**config.mk**
```make
export PLATFORM = sky130hd
export DESIGN_NAME = pcx_rle_decoder_flat
export DESIGN_NICKNAME = d
export VERILOG_FILES = /design/src/hw/rtl/pcxrle_pkg.sv /design/src/hw/rtl/pcxrle_in_if.sv /design/src/hw/rtl/pcxrle_out_if.sv /design/src/hw/rtl/pcxrle_ctrl.sv /design/src/hw/rtl/pcxrle_dp.sv /design/src/hw/rtl/pcx_rle_decoder.sv /design/src/flat_wrapper.sv
export SDC_FILE = /design/constraint.sdc
export NUM_CORES = 1
export LEC_CHECK = 0
export BUFFER_PORTS_ARGS = -buffer_cell sky130_fd_sc_hd__buf_2
export CAP_MARGIN = 20
export CORE_MARGIN = 5
export CORE_UTILIZATION = 45
export DETAILED_ROUTE_END_ITERATION = 10
export HOLD_SLACK_MARGIN = 0.02
export PLACE_DENSITY = 0.73
export SYNTH_ARGS = -nofsm -noshare
export SYNTH_HDL_FRONTEND = slang
export SYNTH_SLANG_ARGS = --single-unit
export TNS_END_PERCENT = 5
```
**constraint.sdc**
```tcl
create_clock -name clk -period 5.6 [get_ports clk]
set_input_delay 0.56 -clock clk [delete_from_list [all_inputs] [get_ports clk]]
set_output_delay 0.56 -clock clk [all_outputs]
set_load 0.02 [all_outputs]
```
**src/hw/rtl/pcxrle_pkg.sv**
```systemverilog
// Package for the PCX run-length decoder.
// Holds the byte codes, the result status codes and the controller/datapath structs.
// No dependencies.
package pcxrle_pkg;

	localparam logic [7:0] MARKER_MASK = 8'hC0;
	localparam logic [5:0] RUN_MASK    = 6'h3F;

	localparam logic [1:0] ST_DATA    = 2'd0;
	localparam logic [1:0] ST_RAN_OUT = 2'd1;
	localparam logic [1:0] ST_TRUNC   = 2'd2;

	typedef struct packed {
		logic       restart;
		logic       load_pending;
		logic       start_run;
		logic       use_pending;
		logic       emit_data;
		logic       emit_err;
		logic [1:0] err_code;
	} ctrl_cmd_t;

	typedef struct packed {
		logic rem_zero;
		logic rem_one;
		logic left_one;
		logic out_free;
		logic is_marker;
		logic in_eof;
	} dp_status_t;

endpackage

```
**src/hw/rtl/pcxrle_in_if.sv**
```systemverilog
// Handshake interface for compressed input items of the PCX decoder.
// Carries valid, ready and the file byte with its end-of-file flag.
interface pcxrle_in_if;
	logic       valid;
	logic       ready;
	logic [7:0] file_byte;
	logic       end_of_file;

	modport source (output valid, output file_byte, output end_of_file, input ready);
	modport sink (input valid, input file_byte, input end_of_file, output ready);
endinterface

```
**src/hw/rtl/pcxrle_out_if.sv**
```systemverilog
// Handshake interface for decoded result items of the PCX decoder.
// Carries valid, ready, the decoded byte, the status code and the last flag.
interface pcxrle_out_if;
	logic       valid;
	logic       ready;
	logic [7:0] out_byte;
	logic [1:0] status;
	logic       last;

	modport source (output valid, output out_byte, output status, output last, input ready);
	modport sink (input valid, input out_byte, input status, input last, output ready);
endinterface

```
**src/hw/rtl/pcxrle_ctrl.sv**
```systemverilog
// Controller state machine of the PCX decoder.
// Depends on pcxrle_pkg; drives the datapath through ctrl_cmd_t and reads dp_status_t.
module pcxrle_ctrl
	import pcxrle_pkg::*;
(
	input  logic       clk,
	input  logic       arst_n,
	input  logic       cfg_wr,
	input  logic       in_valid,
	output logic       in_ready,
	input  dp_status_t dp_status,
	output ctrl_cmd_t  cmd
);

	localparam logic [1:0] S_IDLE = 2'd0;
	localparam logic [1:0] S_RUN  = 2'd1;
	localparam logic [1:0] S_ERR  = 2'd2;

	logic [1:0] state_q;
	logic [1:0] state_d;
	logic       stopped_q;
	logic       stopped_d;
	logic       run_pending_q;
	logic       run_pending_d;
	logic       eof_q;
	logic       eof_d;
	logic [1:0] err_code_q;
	logic [1:0] err_code_d;
	logic       in_fire;
	logic       active;

	assign in_ready = (state_q == S_IDLE);
	assign in_fire  = in_valid && in_ready;
	assign active   = !stopped_q && !dp_status.rem_zero;

	always_comb begin
		state_d       = state_q;
		stopped_d     = stopped_q;
		run_pending_d = run_pending_q;
		eof_d         = eof_q;
		err_code_d    = err_code_q;
		cmd           = '0;
		cmd.err_code  = err_code_q;
		if (cfg_wr) begin
			cmd.restart   = 1'b1;
			state_d       = S_IDLE;
			stopped_d     = 1'b0;
			run_pending_d = 1'b0;
		end else begin
			unique case (state_q)
				S_IDLE: begin
					if (in_fire && active) begin
						priority if (run_pending_q) begin
							cmd.start_run   = 1'b1;
							cmd.use_pending = 1'b1;
							run_pending_d   = 1'b0;
							eof_d           = dp_status.in_eof;
							state_d         = S_RUN;
						end else if (dp_status.is_marker) begin
							if (dp_status.in_eof) begin
								err_code_d = ST_TRUNC;
								state_d    = S_ERR;
							end else begin
								cmd.load_pending = 1'b1;
								run_pending_d    = 1'b1;
							end
						end else begin
							cmd.start_run = 1'b1;
							eof_d         = dp_status.in_eof;
							state_d       = S_RUN;
						end
					end
				end
				S_RUN: begin
					if (dp_status.out_free) begin
						cmd.emit_data = 1'b1;
						priority if (dp_status.rem_one) begin
							stopped_d = 1'b1;
							state_d   = S_IDLE;
						end else if (dp_status.left_one) begin
							if (eof_q) begin
								err_code_d = ST_RAN_OUT;
								state_d    = S_ERR;
							end else begin
								state_d = S_IDLE;
							end
						end else begin
							state_d = S_RUN;
						end
					end
				end
				S_ERR: begin
					if (dp_status.out_free) begin
						cmd.emit_err = 1'b1;
						stopped_d    = 1'b1;
						state_d      = S_IDLE;
					end
				end
				default: begin
					state_d = S_IDLE;
				end
			endcase
		end
	end

	always_ff @(posedge clk or negedge arst_n) begin
		if (!arst_n) begin
			state_q       <= S_IDLE;
			stopped_q     <= 1'b0;
			run_pending_q <= 1'b0;
			eof_q         <= 1'b0;
			err_code_q    <= ST_DATA;
		end else begin
			state_q       <= state_d;
			stopped_q     <= stopped_d;
			run_pending_q <= run_pending_d;
			eof_q         <= eof_d;
			err_code_q    <= err_code_d;
		end
	end

endmodule

```
**src/hw/rtl/pcxrle_dp.sv**
```systemverilog
// Datapath of the PCX decoder: byte counters, run registers and the output register.
// Depends on pcxrle_pkg; obeys ctrl_cmd_t from pcxrle_ctrl and reports dp_status_t.
module pcxrle_dp
	import pcxrle_pkg::*;
#(
	parameter int COUNT_WIDTH = 24
) (
	input  logic             clk,
	input  logic             arst_n,
	input  ctrl_cmd_t        cmd,
	output dp_status_t       dp_status,
	input  logic [23:0]      target_length,
	input  logic [7:0]       file_byte,
	input  logic             end_of_file,
	output logic             out_valid,
	input  logic             out_ready,
	output logic [7:0]       out_byte,
	output logic [1:0]       status,
	output logic             last
);

	localparam logic [31:0] COUNT_MAX = (32'd1 << COUNT_WIDTH) - 32'd1;

	logic [COUNT_WIDTH-1:0] remaining_q;
	logic [5:0]             pend_len_q;
	logic [5:0]             run_left_q;
	logic [7:0]             run_byte_q;
	logic                   out_valid_q;
	logic [7:0]             out_byte_q;
	logic [1:0]             status_q;
	logic                   last_q;
	logic [31:0]            target_wide;
	logic [COUNT_WIDTH-1:0] target_sat;
	logic [5:0]             marker_len;

	assign target_wide = {8'd0, target_length};
	assign target_sat  = (target_wide > COUNT_MAX) ? COUNT_MAX[COUNT_WIDTH-1:0]
	                                               : target_wide[COUNT_WIDTH-1:0];
	assign marker_len  = ((file_byte[5:0] & RUN_MASK) == 6'd0) ? 6'd1
	                                                           : (file_byte[5:0] & RUN_MASK);

	assign dp_status.rem_zero  = (remaining_q == '0);
	assign dp_status.rem_one   = (remaining_q == COUNT_WIDTH'(1));
	assign dp_status.left_one  = (run_left_q == 6'd1);
	assign dp_status.out_free  = !out_valid_q || out_ready;
	assign dp_status.is_marker = ((file_byte & MARKER_MASK) == MARKER_MASK);
	assign dp_status.in_eof    = end_of_file;

	assign out_valid = out_valid_q;
	assign out_byte  = out_byte_q;
	assign status    = status_q;
	assign last      = last_q;

	always_ff @(posedge clk or negedge arst_n) begin
		if (!arst_n) begin
			remaining_q <= '0;
			pend_len_q  <= 6'd0;
			run_left_q  <= 6'd0;
			out_valid_q <= 1'b0;
		end else begin
			if (cmd.restart) begin
				remaining_q <= target_sat;
				pend_len_q  <= 6'd0;
			end else if (cmd.emit_data) begin
				remaining_q <= remaining_q - COUNT_WIDTH'(1);
			end
			if (cmd.load_pending) begin
				pend_len_q <= marker_len;
			end
			if (cmd.start_run) begin
				run_left_q <= cmd.use_pending ? pend_len_q : 6'd1;
			end else if (cmd.emit_data) begin
				run_left_q <= run_left_q - 6'd1;
			end
			if (cmd.emit_data || cmd.emit_err) begin
				out_valid_q <= 1'b1;
			end else if (out_ready) begin
				out_valid_q <= 1'b0;
			end
		end
	end

	always_ff @(posedge clk) begin
		if (cmd.start_run) begin
			run_byte_q <= file_byte;
		end
		if (cmd.emit_data) begin
			out_byte_q <= run_byte_q;
			status_q   <= ST_DATA;
			last_q     <= dp_status.rem_one;
		end else if (cmd.emit_err) begin
			out_byte_q <= 8'd0;
			status_q   <= cmd.err_code;
			last_q     <= 1'b1;
		end
	end

endmodule

```
**src/hw/rtl/pcx_rle_decoder.sv**
```systemverilog
// Top level of the PCX run-length decoder: register port, controller and datapath.
// Depends on pcxrle_pkg, pcxrle_in_if, pcxrle_out_if, pcxrle_ctrl and pcxrle_dp.
// A literal byte is taken into the run byte register, then copied into the output register once that is free;
// a new input byte is not accepted until the single run-emission state has passed it on.
// A run of n bytes goes into the output register one byte per cycle while the output register is free.
// Reset is asynchronous and clears the length to zero, so nothing is produced until written.
module pcx_rle_decoder
	import pcxrle_pkg::*;
#(
	parameter int COUNT_WIDTH = 24
) (
	input  logic         clk,
	input  logic         arst_n,
	pcxrle_in_if.sink    in_ch,
	pcxrle_out_if.source out_ch,
	input  logic         psel,
	input  logic         penable,
	input  logic         pwrite,
	input  logic [1:0]   paddr,
	input  logic [31:0]  pwdata,
	output logic [31:0]  prdata,
	output logic         pready
);

	logic [23:0] target_length_q;
	logic        cfg_wr;
	ctrl_cmd_t   cmd;
	dp_status_t  dp_status;

	assign pready = 1'b1;
	assign cfg_wr = psel && penable && pwrite && pready && (paddr == 2'd0);
	assign prdata = (paddr == 2'd0) ? {8'd0, target_length_q} : 32'd0;

	always_ff @(posedge clk or negedge arst_n) begin
		if (!arst_n) begin
			target_length_q <= 24'd0;
		end else if (cfg_wr) begin
			target_length_q <= pwdata[23:0];
		end
	end

	pcxrle_ctrl u_ctrl (
		.clk       (clk),
		.arst_n    (arst_n),
		.cfg_wr    (cfg_wr),
		.in_valid  (in_ch.valid),
		.in_ready  (in_ch.ready),
		.dp_status (dp_status),
		.cmd       (cmd)
	);

	pcxrle_dp #(
		.COUNT_WIDTH (COUNT_WIDTH)
	) u_dp (
		.clk           (clk),
		.arst_n        (arst_n),
		.cmd           (cmd),
		.dp_status     (dp_status),
		.target_length (pwdata[23:0]),
		.file_byte     (in_ch.file_byte),
		.end_of_file   (in_ch.end_of_file),
		.out_valid     (out_ch.valid),
		.out_ready     (out_ch.ready),
		.out_byte      (out_ch.out_byte),
		.status        (out_ch.status),
		.last          (out_ch.last)
	);

endmodule
```
**src/flat_wrapper.sv**
```systemverilog
// flat-port wrapper written by rule: the top's interface ports become plain ports
module pcx_rle_decoder_flat import pcxrle_pkg::*;
#(
	parameter int COUNT_WIDTH = 24
)
  (clk, arst_n, psel, penable, pwrite, paddr, pwdata, prdata, pready, in_ch_valid, in_ch_file_byte, in_ch_end_of_file, in_ch_ready, out_ch_valid, out_ch_out_byte, out_ch_status, out_ch_last, out_ch_ready);
  pcxrle_in_if in_ch_i ();
  pcxrle_out_if out_ch_i ();
  input  logic clk;
  input  logic arst_n;
  input  logic psel;
  input  logic penable;
  input  logic pwrite;
  input  logic [1:0] paddr;
  input  logic [31:0] pwdata;
  output logic [31:0] prdata;
  output logic pready;
  input wire logic [$bits(in_ch_i.valid)-1:0] in_ch_valid;
  input wire logic [$bits(in_ch_i.file_byte)-1:0] in_ch_file_byte;
  input wire logic [$bits(in_ch_i.end_of_file)-1:0] in_ch_end_of_file;
  output wire logic [$bits(in_ch_i.ready)-1:0] in_ch_ready;
  output wire logic [$bits(out_ch_i.valid)-1:0] out_ch_valid;
  output wire logic [$bits(out_ch_i.out_byte)-1:0] out_ch_out_byte;
  output wire logic [$bits(out_ch_i.status)-1:0] out_ch_status;
  output wire logic [$bits(out_ch_i.last)-1:0] out_ch_last;
  input wire logic [$bits(out_ch_i.ready)-1:0] out_ch_ready;
  assign in_ch_i.valid = in_ch_valid;
  assign in_ch_i.file_byte = in_ch_file_byte;
  assign in_ch_i.end_of_file = in_ch_end_of_file;
  assign in_ch_ready = in_ch_i.ready;
  assign out_ch_valid = out_ch_i.valid;
  assign out_ch_out_byte = out_ch_i.out_byte;
  assign out_ch_status = out_ch_i.status;
  assign out_ch_last = out_ch_i.last;
  assign out_ch_i.ready = out_ch_ready;
  pcx_rle_decoder #(.COUNT_WIDTH(COUNT_WIDTH)) u_core (.clk(clk), .arst_n(arst_n), .in_ch(in_ch_i), .out_ch(out_ch_i), .psel(psel), .penable(penable), .pwrite(pwrite), .paddr(paddr), .pwdata(pwdata), .prdata(prdata), .pready(pready));
endmodule
```
# [Word level (Yosys, flattened, before mapping)]
# Index checks and enable logic that the tools add are counted.
[op_classes] add_sub_neg=2 n_lt_le_gt_ge=1 eq_ne=19 n_mux=58 bitwise_logic=1 n_reduce_logical=29
[op_table] cell="two-way mux 24 bit" count=4
[op_table] cell="two-way mux 6 bit" count=6
[op_table] cell="two-way mux 2 bit" count=17
[op_table] cell="== test 24 x 1 -> 1 bit (second input constant)" count=1
[op_table] cell="> comparator 24 bit (second input constant)" count=1
[op_table] cell="zero test 24 bit" count=1
[op_table] cell="subtractor 24 x 1 -> 24 bit (second input constant)" count=1
[op_table] cell="two-way mux 1 bit" count=23
[op_table] cell="two-way mux 8 bit" count=2
[op_table] cell="nonzero test 2 bit" count=8
[op_table] cell="inequality test 3 x 1 -> 1 bit (second input constant)" count=4
[op_table] cell="AND reduction 4 bit" count=3
[op_table] cell="inequality test 2 bit (second input constant)" count=5
[op_table] cell="AND reduction 10 bit" count=1
[op_table] cell="inequality test 2 x 1 -> 1 bit (second input constant)" count=4
[op_table] cell="== test 6 x 1 -> 1 bit (second input constant)" count=1
[op_table] cell="logical AND 1 bit" count=6
[op_table] cell="zero test 6 bit" count=1
[op_table] cell="two-way mux 3 bit" count=2
[op_table] cell="case mux 2 bit (3 select lines)" count=1
[op_table] cell="subtractor 6 x 1 -> 6 bit (second input constant)" count=1
[op_table] cell="two-way mux 5 bit" count=1
[op_table] cell="inequality test 5 x 4 -> 1 bit (second input constant)" count=1
[op_table] cell="== test 2 bit (second input constant)" count=2
[op_table] cell="9 further kinds" count=13
[totals] regBits=87 input_bits=50 output_inout_bits=46

# [Logic depth before layout (Yosys ltp)]
# Gate-level depths: netlist of run 1.
[depth] ltp_word=9 mapped_depth=10 depth_no_buf=8

# [By module]
# From an unflattened synthesis of run 1, not the netlist that was laid out.
[hier_totals] hier_cells=395 hier_area_um2=4426.7
[by_module_without_submodules] module="pcxrle_dp" instances=1 cells_each=264 area_each_um2=2737.6 seq_area_each_um2=1476.4
[by_module_without_submodules] module="pcx_rle_decoder" instances=1 cells_each=90 area_each_um2=1252.5 seq_area_each_um2=600.6
[by_module_without_submodules] module="pcxrle_ctrl" instances=1 cells_each=41 area_each_um2=436.7 seq_area_each_um2=175.2

# [Least setup slack after synthesis of run 1]
# Ideal clock, no wire load.
[synth_timing] kind="register to register" start="register u_core.u_ctrl.state_q[0]" end="register u_core.u_dp.run_left_q[2]" setup_time_ps=121 t_arrival_ps=2098 required_time_ps=5479 path_slack_ps=3381 stages_incl_launch_ff=11 n_path_buf=2 synth_period_minus_slack_ps=2219 cell_sequence="dfrtp_1 inv_1 ha_1 clkbuf_1 nand2_1 o21bai_4 or3_1 buf_4 inv_4 a31oi_1 o22a_1"
[synth_between] elab_chain_len=8 elab_cells_between_ends=11 cone_classes="1 x eq/ne; 6 x mux; 4 x reduce/logical"
[synth_lines] element="start, declared" line_no="pcxrle_ctrl.sv:19" rtl="logic [1:0] state_q;"
[synth_lines] element="start signal, assigned" line_no="pcxrle_ctrl.sv:114" rtl="state_q <= state_d;"
[synth_lines] element="zero test 2 bit *" line_no="pcxrle_ctrl.sv:32" rtl="assign in_ready = (state_q == S_IDLE);"
[synth_lines] element="net in_ch_ready" line_no="flat_wrapper.sv:21" rtl="output wire logic [$bits(in_ch_i.ready)-1:0] in_ch_ready;"
[synth_lines] element="logical AND 1 bit" line_no="pcxrle_ctrl.sv:33" rtl="assign in_fire = in_valid && in_ready;"
[synth_lines] element="logical AND 1 bit" line_no="pcxrle_ctrl.sv:52" rtl="if (in_fire && active) begin"
[synth_lines] element="two-way mux 3 bit" line_no="pcxrle_ctrl.sv:52"
[synth_lines] element="two-way mux 3 bit *" line_no="pcxrle_ctrl.sv:50" rtl="unique case (state_q)"
[synth_lines] element="two-way mux 5 bit *" line_no="pcxrle_ctrl.sv:44" rtl="if (cfg_wr) begin"
[synth_lines] element="two-way mux 6 bit" line_no="pcxrle_dp.sv:71" rtl="run_left_q <= cmd.use_pending ? pend_len_q : 6'd1;"
[synth_lines] element="two-way mux 6 bit" line_no="pcxrle_dp.sv:70" rtl="if (cmd.start_run) begin"
[synth_lines] element="end signal, assigned" line_no="pcxrle_dp.sv:71"
[synth_lines] element="end signal, assigned" line_no="pcxrle_dp.sv:73" rtl="run_left_q <= run_left_q - 6'd1;"
[synth_lines] element="end, declared" line_no="pcxrle_dp.sv:26" rtl="logic [5:0] run_left_q;"
# Mark *: on every way through the listed nets, which the timed path passes. The rest lies on a longest branch.
# A chain may end at the register's enable or synchronous reset.

# [Worst setup path after layout of run 1]
[layout_timing] start="input port paddr[1]" end="register u_core.u_dp.run_left_q[4]"
[layout_between] elab_chain_len=5 elab_cells_between_ends=6 cone_classes="3 x mux; 3 x reduce/logical"
[layout_lines] element="start, declared" line_no="flat_wrapper.sv:14" rtl="input logic [1:0] paddr;"
[layout_lines] element="zero test 2 bit *" line_no="pcx_rle_decoder.sv:31" rtl="assign cfg_wr = psel && penable && pwrite && pready && (paddr == 2'd0);"
[layout_lines] element="logical AND 1 bit *" line_no="pcx_rle_decoder.sv:31"
[layout_lines] element="two-way mux 5 bit *" line_no="pcxrle_ctrl.sv:44"
[layout_lines] element="two-way mux 6 bit" line_no="pcxrle_dp.sv:71"
[layout_lines] element="two-way mux 6 bit" line_no="pcxrle_dp.sv:70"
# Mark *: on every way between the ends. The rest lies on a longest branch, timed or not.

==> run_results.csv, run 1 <==
group,metric,value,unit
global_route,grt_antenna_before_repair,0,
synthesis,synth-seq-area-share,0.521,
drt,wl_met3,472,um
die,dieArea,11700,um2
timing,drv_slew,0,
synthesis,synth_xor_area_frac,0.0446,
worst_hold_path,min_path_type,"input port to asynchronous set/reset pin",
timing,setup_violations,0,
drt,antenna_left,0,
synthesis,synth-compound-area-share,0.0990,
drt,post-route-drc-count,0,
drt,drt_first_pass_iters,4,
power,ir_drop,0.184,mV
finish,syn_to_final_growth,15.7,%
placed_design,post_dp_cell_area,4790,um2
setup_path,r2r_end,"u_core.u_dp.run_left_q[2]$_DFFE_PN0P_",
synthesis,synth_area,4320,um2
synthesis,synth_area_leader_cell,"dfrtp_1",
die,core,9280,um2
synthesis,synth.top_cell.area_share,0.394,
power,cellLeakagePower,2.34,nW
global_route,grt_pass1_wl,15900,um
synthesis,synthCells,451,
die,die_h,108,um
timing,whs,0.374,ns
global_route,first_global_vias,3246,
drt,drt_iter0_markers,162,
finish,finalInstanceArea,5000,um2
timing,worstMarginPinSlew,1.03,ns
timing,max_freq,329,MHz
drt,wire_per_inst,14.3,um
setup_path,cp.arrival,3.34,ns
die,start_util,0.466,
drt,highest_layer,"met4",
status,outcome,"finished, final reports clean",
timing,finClkSkew,0.00815,ns
synthesis,ys_warn_count,0,
timing,relSlewSlack,0.311,
placed_design,portBuffers,78,
synthesis,muxShareOfSynthArea,0,
synthesis,synth.distinct_cells,55,
global_route,grt_max_degree,69,
setup_path,crit_fanout,55,
power,cellPowerDensity,440,nW/um2
synthesis,synth_area_leaders,"dfrtp_1 (39%), edfxtp_1 (12%), nand2_1 (8.8%), and2_1 (4.8%), xnor2_1 (2.8%)",
synthesis,synth.avg_cell_area,9.59,um2
setup_path,r2r_start,"u_core.u_dp.remaining_q[14]$_DFFE_PN0P_",
placed_design,place_congestion,0.835,
synthesis,synth_async_sr_flop_share,0.782,
clock_network,clockBufferDepth,2,
clock_network,clk_latency,0.37,ns
timing,tns,0,ns
die,chipWidth,108,um
finish,drive_above_1_share,0.215,
drt,wl_met1,4520,um
global_route,grt.total_usage,0.172,
setup_path,worstSetupPathType,"input port to flop",
clock_network,cts_tree,"built",
clock_network,clk_pin_slew_worst_paths,0.10,ns
finish,layout.nets,582,
power,power,2.20,mW
drt,route.met2.wl,4290,um
drt,routed_wl,9420,um
clock_network,cts_resized,0,
setup_path,ff2ff_setup_slack,3.14,ns
clock_network,root_buffer,"clkbuf_8",
finish,antenna_cells,0,
synthesis,synth-edff-count,17,
die,rows,35,
synthesis,synth_seq_cells,87,
setup_path,crit_required,5.91,ns
die,io_pins,96,
clock_network,clock-sinks,87,
job,drv_cap,0,
timing,period_share,0.542,
clock_network,htreeDepth,3,
clock_network,cts-hold-fix-buffers,0,
synthesis,ys.flop_type,"dfrtp_1",
setup_path,r2r_cells,7,
timing,finalHoldViolCount,0,
timing,rsz0062_at_grt,"no",
synthesis,synth_top_family_by_area,"simple AND/OR/NAND/NOR gates",
global_route,gr-total-overflow,0,
synthesis,yosys.area_share.adder,0.0203,
drt,detail_route.vias_per_cell,5.11,
clock_network,post_cts_buffers,0,
setup_path,start_kind,"input port",
synthesis,synth-simple-area-share,0.266,
placed_design,dp_hpwl,6770,um
timing,period_minus_slack,3.04,ns
clock_network,cts_made_buffers,9,
setup_path,cp-end-kind,"flop",
drt,via_count,3367,
area by class of cell:
| class | instances | area [um2] |
|---|---|---|
| Multi-Input combinational cell | 332 | 1900 |
| Tap cell | 129 | 161 |
| Clock buffer | 9 | 124 |
| Sequential cell | 87 | 2250 |
| Fill cell | 861 | 4280 |
| Inverter | 12 | 47.5 |
| Clock inverter | 7 | 86.3 |
| Timing Repair Buffer | 83 | 432 |
per-stage QoR:
stage / instances / util / setup WS [ns]
2_1_floorplan: 458 / - / 3.38
3_5_place_dp: 643 / 0.516 / 2.23
3_3_place_gp: 641 / 0.514 / 2.27
4_1_cts: 659 / 0.539 / 2.60
6_report: 659 / 0.539 / 2.56
5_1_grt: 659 / 0.539 / 2.35
worst max path at each step:
stage,to,cells after the start,startpoint,slack (ns)
after global routing,u_core.u_dp.run_left_q[4]$_DFFE_PN0P_,8,paddr[1],2.35
after floorplan,u_core.u_dp.run_left_q[2]$_DFFE_PN0P_,10,u_core.u_ctrl.state_q[0]$_DFFE_PN0P_,3.38
after CTS,u_core.u_dp.run_left_q[4]$_DFFE_PN0P_,8,paddr[1],2.60
final,u_core.u_dp.run_left_q[4]$_DFFE_PN0P_,8,paddr[1],2.56
after global placement,u_core.u_dp.run_left_q[4]$_DFFE_PN0P_,8,paddr[1],2.27
after detailed placement,u_core.u_dp.run_left_q[4]$_DFFE_PN0P_,8,paddr[1],2.23
per-layer routing:
layer,track usage,up-vias
met4,0.0595,0
met3,0.0328,9
met5,0,-
met2,0.263,95
li1,-,1667
met1,0.246,1596
cell usage after synthesis (3+ instances only):
cell type  number
nand2_1       101
dfrtp_1        68
and2_1         33
nor2_1         23
o21ai_0        19
edfxtp_1       17
nor3_1         17
o21ai_1        15
xnor2_1        14
a21oi_1        13
clkbuf_1       13
nand3_1        13
buf_4          11
inv_1          11
xor2_1          8
ha_1            7
nand4_1         5
a211oi_1        4
a31oi_1         3
and3_1          3
nand3b_1        3
nand4b_1        3
o211ai_1        3
or3_1           3
worst max-delay path, cell delays in order:
cell and delay (ns):
buf_2 0.10, nor4bb_1 0.69, and2_2 0.97, nor3_2 0.23
buf_4 0.26, and3_1 0.16, o21ai_0 0.17, o311a_1 0.18
registers in the layout (all words and copies together), names as in the netlist, 2 cells and up:
signal and count:
u_core.target_length_q 24, u_core.u_ctrl.err_code_q 2, u_core.u_ctrl.state_q 2, u_core.u_dp.out_byte 8
u_core.u_dp.pend_len_q 6, u_core.u_dp.remaining_q 24, u_core.u_dp.run_byte_q 8, u_core.u_dp.run_left_q 6
u_core.u_dp.status 2
cells by family after synthesis:
kind of cell | after synthesis
AO/OA/AOI/OAI | 70
XOR/XNOR | 22
adder cells (fa/ha/maj) | 7
buffers and inverters | 39
flip-flops | 87
other | 2
AND/OR/NAND/NOR | 224
report_power, final:
part	switching, mW	leakage [nW]	internal, mW	total (mW)
Sequential	0.160	1.04	0.851	1.01
Combinational	0.425	1.20	0.294	0.719
Clock	0.253	0.105	0.217	0.470
layout by cell type (no fill, tap or decap), drive strengths merged, types with 2 or more instances in the layout:
cell / instances
a21oi: 13
ha: 7
a211oi: 4
xnor2: 14
nor2b: 2
or2: 2
o21a: 2
conb: 9
or3: 4
xor2: 8
dfxtp: 2
a31oi: 3
and3: 3
nand2: 102
o22a: 2
o21ai: 35
and2: 33
nor4: 4
nand4: 5
dfrtp: 68
nor2: 23
edfxtp: 17
nor3: 17
inv: 17
nand3: 13
nand3b: 3
or4: 3
buf: 83
a22o: 2
clkbuf: 9
nand4b: 4
nor3b: 2
o211ai: 3
Note: power is estimated with default switching activity, not from simulation.
==> run 2, diff against run 1 <==
Settings changed: PLACE_DENSITY 0.73 to 0.76.
Clock period 5.6 ns to 2.7 ns, I/O delays scaled along.
==> run_results.csv, run 2 (synthesis gave the netlist of run 1 again) <==
group,metric,value,unit
status,outcome,"finished, final reports clean",
finish,final_common_cell,"nand2_1",
worst_hold_path,min_path_cells,1,
setup_path,crit_top_cell,"o22a_1",
global_route,first_global_vias,3553,
timing,tns,0,ns
setup_path,start_kind,"flop",
die,core,9280,um2
setup_path,crit_fanout,17,
timing,period_share,0.896,
drt,wire_per_inst,14.4,um
clock_network,htreeDepth,3,
setup_path,cp.arrival,2.67,ns
power,pwr-share-seq,0.470,
clock_network,clk_pin_slew_worst_paths,0.09,ns
timing,finClkSkew,0.00976,ns
placed_design,post-place-ws,0.305,ns
finish,drive_above_1_share,0.223,
power,switching_share,0.382,
timing,drv_slew,0,
timing,max_freq,414,MHz
finish,layout.nets,590,
drt,antenna_left,0,
die,chipWidth,108,um
setup_path,r2r_start,"u_core.u_dp.remaining_q[9]$_DFFE_PN0P_",
setup_path,cpPeakStageDelay,0.58,ns
timing,setup_violations,0,
finish,mostFrequentLayoutCells,"nand2_1 (101), buf_2 (79), dfrtp_1 (68)",
global_route,gr-total-overflow,0,
global_route,grt_pass1_wl,16500,um
setup_path,worstSetupPathType,"flop to flop",
global_route,grt.total_usage,0.176,
worst_hold_path,min_path_type,"input port to flop",
timing,setup_slack,0.282,ns
setup_path,worst_path_max_delay_cell,"or4_4",
drt,via_count,3457,
clock_network,root_buffer,"clkbuf_8",
setup_path,cp_num_buf_inv,1,
clock_network,cts_made_buffers,9,
global_route,grt_max_degree,51,
worst_hold_path,hp-start,"in_ch_file_byte[0]",
clock_network,cts_tree,"built",
finish,syn_to_final_growth,16.2,%
worst_hold_path,min_to,"u_core.u_dp.run_byte_q[0]$_DFFE_PN_",
drt,drt_first_pass_iters,4,
finish,antenna_cells,0,
drt,drt_iter0_markers,159,
setup_path,ff2ff_setup_slack,0.28,ns
die,io_pins,96,
finish,seq_area,2250,um2
power,cellPowerDensity,888,nW/um2
drt,detail_route.vias_per_cell,5.18,
finish,reg_top3,"u_core.target_length_q: 24 flops, u_core.u_dp.remaining_q: 24 flops",
placed_design,place_congestion,0.867,
timing,period_minus_slack,2.42,ns
die,rows,35,
placed_design,dp_hpwl,7210,um
drt,routed_wl,9630,um
die,start_util,0.466,
power,pwr-share-comb,0.345,
timing,relSlewSlack,0.534,
drt,post-route-drc-count,0,
clock_network,cts_resized,0,
setup_path,r2r_end,"u_core.u_dp.run_left_q[2]$_DFFE_PN0P_",
clock_network,clockBufferDepth,2,
die,dieArea,11700,um2
power,clkPwrFrac,0.184,
global_route,grt_antenna_before_repair,0,
power,cellLeakagePower,2.36,nW
setup_path,worst-path-stages,7,
power,p_sw,1.70,mW
finish,multi_input_area,1900,um2
clock_network,clk_latency,0.36,ns
finish,fillers,852,
setup_path,path_cells,"or4_4 -> nand4b_4 -> o21bai_4 -> or3_1 -> inv_4 -> o22a_1 -> o22a_1",
setup_path,r2r_cells,7,
setup_path,critical_path.top_delay_family,"simple AND/OR/NAND/NOR gates",
power,ir_drop,0.367,mV
timing,worstMarginPinSlew,0.699,ns
clock_network,clock-sinks,87,
placed_design,portBuffers,78,
die,die_h,108,um
placed_design,dpl.cell_count,649,
finish,stdcell_count,667,
timing,finalHoldViolCount,0,
setup_path,cp-end-kind,"flop",
job,drv_cap,0,
timing,rsz0062_at_grt,"no",
power,p_int,2.76,mW
setup_path,crit_required,2.95,ns
-- run 2: changes by cell type in the layout (fill, tap and decap cells not counted), moves of 2 or more --
cell      before  now
inv_6          3    0
clkinv_2       0    2
buf_4          4   11
inv_8          2    0
-- run 2: how the worst max path moves through the flow --
stage                                                       start                                    end  slack, ns
after floorplan              u_core.u_ctrl.state_q[0]$_DFFE_PN0P_  u_core.u_dp.run_left_q[2]$_DFFE_PN0P_       0.48
after global placement     u_core.u_dp.remaining_q[9]$_DFFE_PN0P_  u_core.u_dp.run_left_q[2]$_DFFE_PN0P_       0.36
after detailed placement   u_core.u_dp.remaining_q[9]$_DFFE_PN0P_  u_core.u_dp.run_left_q[2]$_DFFE_PN0P_       0.31
after CTS                  u_core.u_dp.remaining_q[8]$_DFFE_PN0P_  u_core.u_dp.run_left_q[2]$_DFFE_PN0P_       0.28
after global routing      u_core.u_dp.remaining_q[21]$_DFFE_PN0P_  u_core.u_dp.run_left_q[2]$_DFFE_PN0P_       0.12
final                      u_core.u_dp.remaining_q[9]$_DFFE_PN0P_  u_core.u_dp.run_left_q[2]$_DFFE_PN0P_       0.28
-- run 2: worst register-to-register path, delay by kind of cell, from the launching register on --
family                 cells  cell delay (ns)
AND/OR/NAND/NOR            3             1.11
AO/OA/AOI/OAI              3             0.64
flip-flops                 1             0.43
buffers and inverters      1             0.14
-- run 2: stage by stage --
step | utilization | power (mW) | area, um2 | hold WS, ns
3_3_place_gp | 0.520 | 3.56 | 4830 | 0.360
4_1_cts | 0.540 | 4.48 | 5020 | 0.104
2_1_floorplan | - | 3.18 | 4350 | -0.0256
3_5_place_dp | 0.520 | 3.65 | 4830 | 0.358
6_report | 0.541 | 4.46 | 5020 | 0.112
5_1_grt | 0.541 | 4.79 | 5020 | 0.102
-- run 2: final cells by class --
class,instances,area share
repair buffers,91,0.0972
multi-input cells,332,0.378
clock inverters,5,0.00673
clock buffers,11,0.0282
well taps,129,0.0321
inverters,12,0.00947
flip-flops and latches,87,0.449
-- run 2: power by group through the flow --
stage / Combinational, mW / Sequential, mW / Clock, mW
2_1_floorplan: 1.03 / 2.15 / 0
3_3_place_gp: 1.48 / 2.08 / 0
3_5_place_dp: 1.54 / 2.11 / 0
4_1_cts: 1.55 / 2.09 / 0.841
5_1_grt: 1.74 / 2.14 / 0.908
6_report: 1.54 / 2.10 / 0.822
-- run 2: layer usage --
layer	track usage	vias up	wire length [um]
met5	0	-	0
li1	-	1684	-
met4	0.0595	0	147
met2	0.287	109	4460
met3	0.0340	14	589
met1	0.236	1650	4440
-- run 2: timing repair --
item	4_1_cts	5_1_grt
endpoints found under the hold margin	29	0
setup buffers	0	0
hold buffers	1	0
endpoints found under the setup margin	0	0
==> run 3, diff against run 2 <==
Settings changed: SETUP_SLACK_MARGIN set to 0.5.
==> run_results.csv, run 3 (synthesis gave the netlist of run 1 again) <==
group,metric,value,unit
status,outcome,"finished, final reports clean",
timing,rsz0062_at_grt,"yes",
power,cellLeakagePower,2.41,nW
worst_hold_path,min_path_type,"input port to flop",
die,die_h,108,um
die,chipWidth,108,um
drt,wire_per_inst,14.4,um
finish,final_common_cell,"nand2_1",
timing,finClkSkew,0.0143,ns
timing,period_minus_slack,2.20,ns
finish,reg_top3,"u_core.target_length_q: 24 flops, u_core.u_dp.remaining_q: 24 flops",
setup_path,r2r_cells,5,
drt,antenna_left,0,
drt,via_count,3419,
setup_path,ff2ff_setup_slack,0.50,ns
setup_path,cp.arrival,2.45,ns
setup_path,cp-end-kind,"flop",
clock_network,clockBufferDepth,2,
drt,routed_wl,9680,um
setup_path,r2r_start,"u_core.u_dp.remaining_q[8]$_DFFE_PN0P_",
drt,drt_iter0_markers,141,
finish,drive_above_1_share,0.248,
die,start_util,0.466,
timing,relSlewSlack,0.540,
timing,setup_violations,0,
global_route,gr-total-overflow,0,
setup_path,start_kind,"flop",
drt,detail_route.vias_per_cell,5.07,
placed_design,portBuffers,78,
clock_network,cts_tree,"built",
global_route,grt_antenna_before_repair,0,
clock_network,clock-sinks,87,
drt,post-route-drc-count,0,
finish,mostFrequentLayoutCells,"nand2_1 (101), buf_2 (78), dfrtp_1 (67)",
power,ir_drop,0.391,mV
power,power,4.61,mW
finish,syn_to_final_growth,19.0,%
finish,layout.nets,596,
drt,drt_first_pass_iters,4,
setup_path,r2r_end,"u_core.u_dp.remaining_q[17]$_DFFE_PN0P_",
placed_design,place_congestion,0.852,
setup_path,crit_required,2.94,ns
timing,max_freq,454,MHz
timing,tns,0,ns
die,dieArea,11700,um2
setup_path,crit_fanout,5,
placed_design,dp_hpwl,7090,um
clock_network,cts_made_buffers,9,
setup_path,worstSetupPathType,"flop to flop",
clock_network,clk_latency,0.37,ns
timing,finalHoldViolCount,0,
die,io_pins,96,
timing,worstMarginPinSlew,0.691,ns
job,drv_cap,0,
global_route,grt.total_usage,0.175,
clock_network,root_buffer,"clkbuf_8",
finish,fillers,828,
timing,period_share,0.816,
die,core,9280,um2
setup_path,crit_start,"u_core.u_dp.remaining_q[8]$_DFFE_PN0P_",
timing,drv_slew,0,
clock_network,clk_pin_slew_worst_paths,0.10,ns
global_route,first_global_vias,3379,
clock_network,htreeDepth,3,
global_route,grt_pass1_wl,16100,um
setup_path,crit_end,"u_core.u_dp.remaining_q[17]$_DFFE_PN0P_",
power,cellPowerDensity,895,nW/um2
global_route,grt_max_degree,51,
die,rows,35,
run 3: changes by cell type in the layout (fill, tap and decap cells not counted), sizes merged:
cell	change
buf	+6
clkbuf	+2
clkinv	-1
clkinvlp	-1
diode	+1
run 3: timing repair:
action / in CTS / in global routing
buffers inserted: 0 / 7
hold buffers: 1 / 0
pin swaps: 0 / 3
hold endpoints to repair: 27 / 0
gates resized for setup: 2 / 8
setup endpoints to repair: 16 / 19
run 3: layout make-up:
cell class | instances | area (um2) | area share
multi-input cells | 332 | 1940 | 0.377
well taps | 129 | 161 | 0.0314
inverters | 12 | 47.5 | 0.00924
clock inverters | 3 | 25.0 | 0.00486
flip-flops and latches | 87 | 2250 | 0.438
diodes | 1 | 2.50 | 0.000486
repair buffers | 97 | 536 | 0.104
clock buffers | 13 | 180 | 0.0350
run 3: through the flow:
stage | hold WS [ns] | instance area, um2 | setup slack [ns] | cells | utilization
floorplan | -0.0256 | 4350 | 0.539 | 458 | -
global placement | 0.346 | 4830 | 0.354 | 649 | 0.520
detailed placement | 0.351 | 4830 | 0.281 | 649 | 0.520
CTS | 0.0873 | 5060 | 0.373 | 666 | 0.545
global route | 0.0801 | 5140 | 0.427 | 673 | 0.554
finish | 0.0989 | 5140 | 0.496 | 674 | 0.554
run 3: worst min-delay path by stage:
stage | from | slack (ns) | endpoint | cells after the start
2_1_floorplan | arst_n | -0.03 | u_core.target_length_q[0]$_DFFE_PN0P_ | 0
3_3_place_gp | arst_n | 0.35 | u_core.target_length_q[10]$_DFFE_PN0P_ | 1
3_5_place_dp | arst_n | 0.35 | u_core.target_length_q[10]$_DFFE_PN0P_ | 1
4_1_cts | in_ch_file_byte[0] | 0.09 | u_core.u_dp.run_byte_q[0]$_DFFE_PN_ | 1
5_1_grt | in_ch_file_byte[0] | 0.08 | u_core.u_dp.run_byte_q[0]$_DFFE_PN_ | 1
6_report | in_ch_file_byte[0] | 0.1 | u_core.u_dp.run_byte_q[0]$_DFFE_PN_ | 1
run 3: layer usage:
metal	GRT usage	share of wire	vias up
met5	0	0	-
met4	0.0514	0.012	0
met3	0.0394	0.056	13
met2	0.284	0.46	98
met1	0.234	0.47	1615
li1	-	-	1693
run 3: critical path, cell delays in order, from the launching register on:
cell and delay (ns):
dfrtp_2 0.44, or4_4 0.56, or4_4 0.58, nor4b_4 0.28, xnor2_1 0.17, o21ai_2 0.06
run 3: power breakdown:
group,leakage (nW),switching (mW),total [mW],internal (mW)
Sequential,1.03,0.322,2.09,1.77
Clock,0.101,0.474,0.918,0.445
Combinational,1.28,0.931,1.60,0.669
Total,2.41,1.73,4.61,2.88
